==> config.mk <==
export PLATFORM = sky130hd
export DESIGN_NAME = spm_ctrl
export DESIGN_NICKNAME = d
export VERILOG_FILES = /design/src/hdl/spm_pkg.sv /design/src/hdl/spm_ctrl.sv
export SDC_FILE = /design/constraint.sdc
export NUM_CORES = 1
export LEC_CHECK = 0
export BUFFER_PORTS_ARGS = -buffer_cell sky130_fd_sc_hd__buf_2
export CAP_MARGIN = 20
export CORE_AREA = 2 2 39 41
export DETAILED_ROUTE_END_ITERATION = 12
export DIE_AREA = 0 0 41 43
export PLACE_DENSITY_LB_ADDON = 0.08
export REMOVE_ABC_BUFFERS = 1
export SETUP_SLACK_MARGIN = 0.15
export SYNTH_ARGS = -nofsm -noshare
export SYNTH_HDL_FRONTEND = slang
export SYNTH_SLANG_ARGS = --single-unit
==> constraint.sdc <==
create_clock -name i_clk -period 1.55 [get_ports i_clk]
set_clock_uncertainty 0.05 [all_clocks]
set_input_delay 0.31 -clock i_clk [delete_from_list [all_inputs] [get_ports i_clk]]
set_output_delay 0.31 -clock i_clk [all_outputs]
set_load 0.01 [all_outputs]
==> src/hdl/spm_pkg.sv <==
// Package of the sparse polynomial multiplier: sizes, op codes, state type,
// and the command and status structs between controller and datapath.
// No dependencies.
package spm_pkg;

    // Store sizes
    localparam int MAX_TERMS         = 8;
    localparam int MAX_PRODUCT_TERMS = 64;

    // Index and count widths derived from the store sizes
    localparam int TERM_IW = (MAX_TERMS > 1) ? $clog2(MAX_TERMS) : 1;
    localparam int TERM_CW = $clog2(MAX_TERMS + 1);
    localparam int PROD_IW = (MAX_PRODUCT_TERMS > 1) ? $clog2(MAX_PRODUCT_TERMS) : 1;
    localparam int PROD_CW = $clog2(MAX_PRODUCT_TERMS + 1);

    // Field widths
    localparam int OP_W       = 2;
    localparam int COEFF_IN_W = 16;
    localparam int EXP_IN_W   = 8;
    localparam int COEFF_W    = 32;
    localparam int EXP_W      = 9;
    localparam int PROD_W     = COEFF_W + EXP_W;

    // Operation codes of an input word
    localparam logic [OP_W-1:0] OP_LOAD_FIRST  = 2'd0;
    localparam logic [OP_W-1:0] OP_LOAD_SECOND = 2'd1;
    localparam logic [OP_W-1:0] OP_MULTIPLY    = 2'd2;

    typedef enum logic [3:0] {
        S_IDLE,
        S_ROW,
        S_MERGE_RD,
        S_MERGE_CMP,
        S_ROW_END,
        S_EMIT_INIT,
        S_EMIT_RD,
        S_EMIT_LOAD,
        S_EMIT_WAIT
    } t_state;

    typedef struct packed {
        logic in_ready;
        logic load_first;
        logic load_second;
        logic start;
        logic row_step;
        logic merge_init;
        logic merge_step;
        logic row_end;
        logic emit_init;
        logic emit_load;
        logic emit_next;
        logic clear_ops;
    } t_cmd;

    typedef struct packed {
        logic ops_empty;
        logic row_more;
        logic merge_more;
        logic rows_last;
        logic out_take;
        logic out_last;
    } t_status;

endpackage

==> src/hdl/spm_ctrl.sv <==
// Controller of the sparse polynomial multiplier: sequences loads, row
// building, row merging and emission. Depends on spm_pkg.
module spm_ctrl import spm_pkg::*; (
    input  logic            i_clk,
    input  logic            i_rst_n,
    input  logic            i_in_valid,
    input  logic [OP_W-1:0] i_op,
    input  t_status         i_status,
    output t_cmd            o_cmd
);

    t_state r_state;
    t_state n_state;

    // State register
    always_ff @(posedge i_clk) begin
        if (!i_rst_n) begin
            r_state <= S_IDLE;
        end else begin
            r_state <= n_state;
        end
    end

    // Next state
    always_comb begin
        n_state = r_state;
        case (r_state)
            S_IDLE: begin
                if (i_in_valid && (i_op == OP_MULTIPLY)) begin
                    n_state = i_status.ops_empty ? S_EMIT_INIT : S_ROW;
                end
            end
            S_ROW: begin
                if (!i_status.row_more) begin
                    n_state = S_MERGE_RD;
                end
            end
            S_MERGE_RD: begin
                n_state = i_status.merge_more ? S_MERGE_CMP : S_ROW_END;
            end
            S_MERGE_CMP: begin
                n_state = S_MERGE_RD;
            end
            S_ROW_END: begin
                n_state = i_status.rows_last ? S_EMIT_INIT : S_ROW;
            end
            S_EMIT_INIT: begin
                n_state = S_EMIT_RD;
            end
            S_EMIT_RD: begin
                n_state = S_EMIT_LOAD;
            end
            S_EMIT_LOAD: begin
                n_state = S_EMIT_WAIT;
            end
            S_EMIT_WAIT: begin
                if (i_status.out_take) begin
                    n_state = i_status.out_last ? S_IDLE : S_EMIT_RD;
                end
            end
            default: begin
                n_state = S_IDLE;
            end
        endcase
    end

    // Command outputs
    always_comb begin
        o_cmd = '0;
        case (r_state)
            S_IDLE: begin
                o_cmd.in_ready    = 1'b1;
                o_cmd.load_first  = i_in_valid && (i_op == OP_LOAD_FIRST);
                o_cmd.load_second = i_in_valid && (i_op == OP_LOAD_SECOND);
                o_cmd.start       = i_in_valid && (i_op == OP_MULTIPLY);
            end
            S_ROW: begin
                o_cmd.row_step   = i_status.row_more;
                o_cmd.merge_init = !i_status.row_more;
            end
            S_MERGE_CMP: begin
                o_cmd.merge_step = 1'b1;
            end
            S_ROW_END: begin
                o_cmd.row_end = 1'b1;
            end
            S_EMIT_INIT: begin
                o_cmd.emit_init = 1'b1;
            end
            S_EMIT_LOAD: begin
                o_cmd.emit_load = 1'b1;
            end
            S_EMIT_WAIT: begin
                o_cmd.emit_next = i_status.out_take;
                o_cmd.clear_ops = i_status.out_take && i_status.out_last;
            end
            default: begin
                o_cmd = '0;
            end
        endcase
    end

endmodule

==> results.tsv <==
metric	value	unit
violations	setup timing	
yosysTopAreaCell	dfxtp_1	
ys_top_cells_by_area	dfxtp_1, nor2b_1, a21oi_1	
syn2layout_area_growth	110	%
ir_drop	0.245	mV
coreArea	0.00138	mm²
drc	0	
io_pins	23	
worstSetupEndpointType	output port	
crit_fanout	5	
synth_common_cells	nand2_1, nor2_1, a21oi_1, dfxtp_1, nor2b_1	
status	finished with violations	
tightest_slew	0.278	ns
drt_iter0_drc	9	
placed_area	589	µm²
top_regs	r_state (4)	
rsz0062_at_grt	true	
stdcell_count	111	
place_hpwl	929	µm
busiest_layer	met2	
drt_first_pass_iters	4	
place_congestion	0.719	
layout_setup_ws	-0.0872	ns
grt_pass1_vias	502	
grt_util_met2	26.6	%
die_w	41	µm
use_met1	20.0	%
wl	1.40	mm
netlist_area	395	µm²
finalCriticalPeriod	1.64	ns
fmax	611	MHz
largest-register	r_state	
utilization	60.0	%
swShare	31.0	%
port-buffer-count	22	
n_fill_cell	123	
power_density	501	mW/mm²
worst_setup_path_start_kind	flop	
leakagePower	0.408	nW
largest_reg_flops	4	
dieHeight	43	µm
wire_per_inst	12.6	µm
overflow	0	
synthCells	54	
finalMaxSlewViolations	0	
cp.required	1.19	ns
synthDistinctLibCells	29	
pwr-share-clk	31.3	%
initial_core_util	28.6	%
fin_hold_ws	0.276	ns
setup_viol	7	
syn_area_per_cell	7.32	µm²
fin_area	831	µm²
clk_latency	0.24	ns
internal_power	0.287	mW
total_power	0.417	mW
synth_top_area_share	20.3	%
final_antenna_net_count	0	
drive_above_1_share	64.2	%
synth-edff-count	0	
p_comb_share	41.6	%
maxCapViolCount	0	
synthArstFlopShare	0	%
nNetsFinal	108	
yosysSeqAreaShare	20.3	%
cts_buffer_depth	2	
grt_usage	16.9	%
cts_tree	done	
root_buffer	clkbuf_4	
hold_violations	0	
num_vias	561	
antenna_found_initial	0	
use_met3	4.71	%
grt_pass1_wl	2.00	mm
power_frac_seq	27.1	%
cts_buffers	3	
diodes	0	
path_clk_slew	0.04	ns
cp.arrival	1.28	ns
dieArea	0.00176	mm²
hold_class	input port to flop	
grt_max_degree	8	
crit_type	flop to output port	
synth_ff_type	dfxtp_1	
ctsHoldBuffers	0	
yosys_warnings	0	
ys_seq_elements	4	
p_sw	0.129	mW
place_inst	99	
vias_per_cell	5.05	
fp-row-count	14	
cts.sinks	4	
cts_max_level	1	
finalCritPeriodShare	106	%
slew_headroom	81.3	%
-- logic make-up (layout without fill, tap and decap cells) --
family,Yosys count,after routing,share of synthesized area (%)
AND/OR/NAND/NOR,33,33,53.2
buffers and inverters,6,47,6.64
flip-flops,4,4,20.3
AO/OA/AOI/OAI,11,11,19.9
-- through the flow --
| step | TNS, ns | setup WS, ns |
|---|---|---|
| floorplan | -0.0550 | -0.0550 |
| global placement | 0 | 0.0603 |
| detailed placement | 0 | 0.0586 |
| CTS | -0.458 | -0.0937 |
| global route | -0.948 | -0.148 |
| finish | -0.423 | -0.0872 |
-- routing by layer --
layer / part of all wire (%) / wire length, µm / vias up
li1: - / - / 284
met1: 38 / 535 / 261
met2: 57 / 803 / 14
met3: 3.9 / 55 / 2
met4: 0.57 / 8 / 0
met5: 0 / 0 / -
-- power groups by stage --
stage | Clock (mW) | Combinational (mW) | Sequential [mW]
final | 0.130 | 0.173 | 0.113
after global routing | 0.148 | 0.186 | 0.113
after CTS | 0.135 | 0.152 | 0.114
after detailed placement | 0 | 0.119 | 0.117
after global placement | 0 | 0.119 | 0.117
after floorplan | 0 | 0.0530 | 0.121
-- layout by cell type, fill, tap and decap left out, types with 2 or more instances in the layout --
master and count:
buf_2 20, buf_4 12, buf_6 10, nand2_1 5
nor2_1 4, dfxtp_4 4, a21oi_1 3, clkbuf_4 3
nor4_4 2, and2_1 2, and3b_1 2, nand2b_1 2
o21ai_0 2, nor2b_1 2
-- path summary, 6_finish.rpt --
kind / startpoint / to / slack [ns] / cells after the start
setup / recovery: r_state[2] / o_cmd[0] / -0.09 / 4
hold / removal: i_rst_n / r_state[0] / 0.28 / 2
setup reg to reg: r_state[0] / r_state[2] / 0.05 / 5
hold reg to reg: r_state[3] / r_state[0] / 0.62 / 3
-- area by class of cell --
| cell class | instances | area (µm²) | share of cell area (%) |
|---|---|---|---|
| Tap cell | 16 | 20.0 | 2.41 |
| Multi-Input combinational cell | 44 | 383 | 46.1 |
| Timing Repair Buffer | 42 | 303 | 36.4 |
| Clock buffer | 3 | 22.5 | 2.71 |
| Sequential cell | 4 | 95.1 | 11.4 |
| Inverter | 2 | 7.51 | 0.904 |
-- critical path, stage by stage (launching register included) --
cell and delay (ns):
dfxtp_4 0.36, buf_6 0.13, nor4_4 0.27, and2_1 0.16
buf_2 0.12
-- repair_timing --
item	in CTS	in global routing
setup buffers	6	3
pin swaps	3	10
endpoints found under the hold margin	0	0
gates cloned	0	0
gates resized for setup	25	12
setup endpoints to repair	14	15
(Power assumes the default switching activity.)
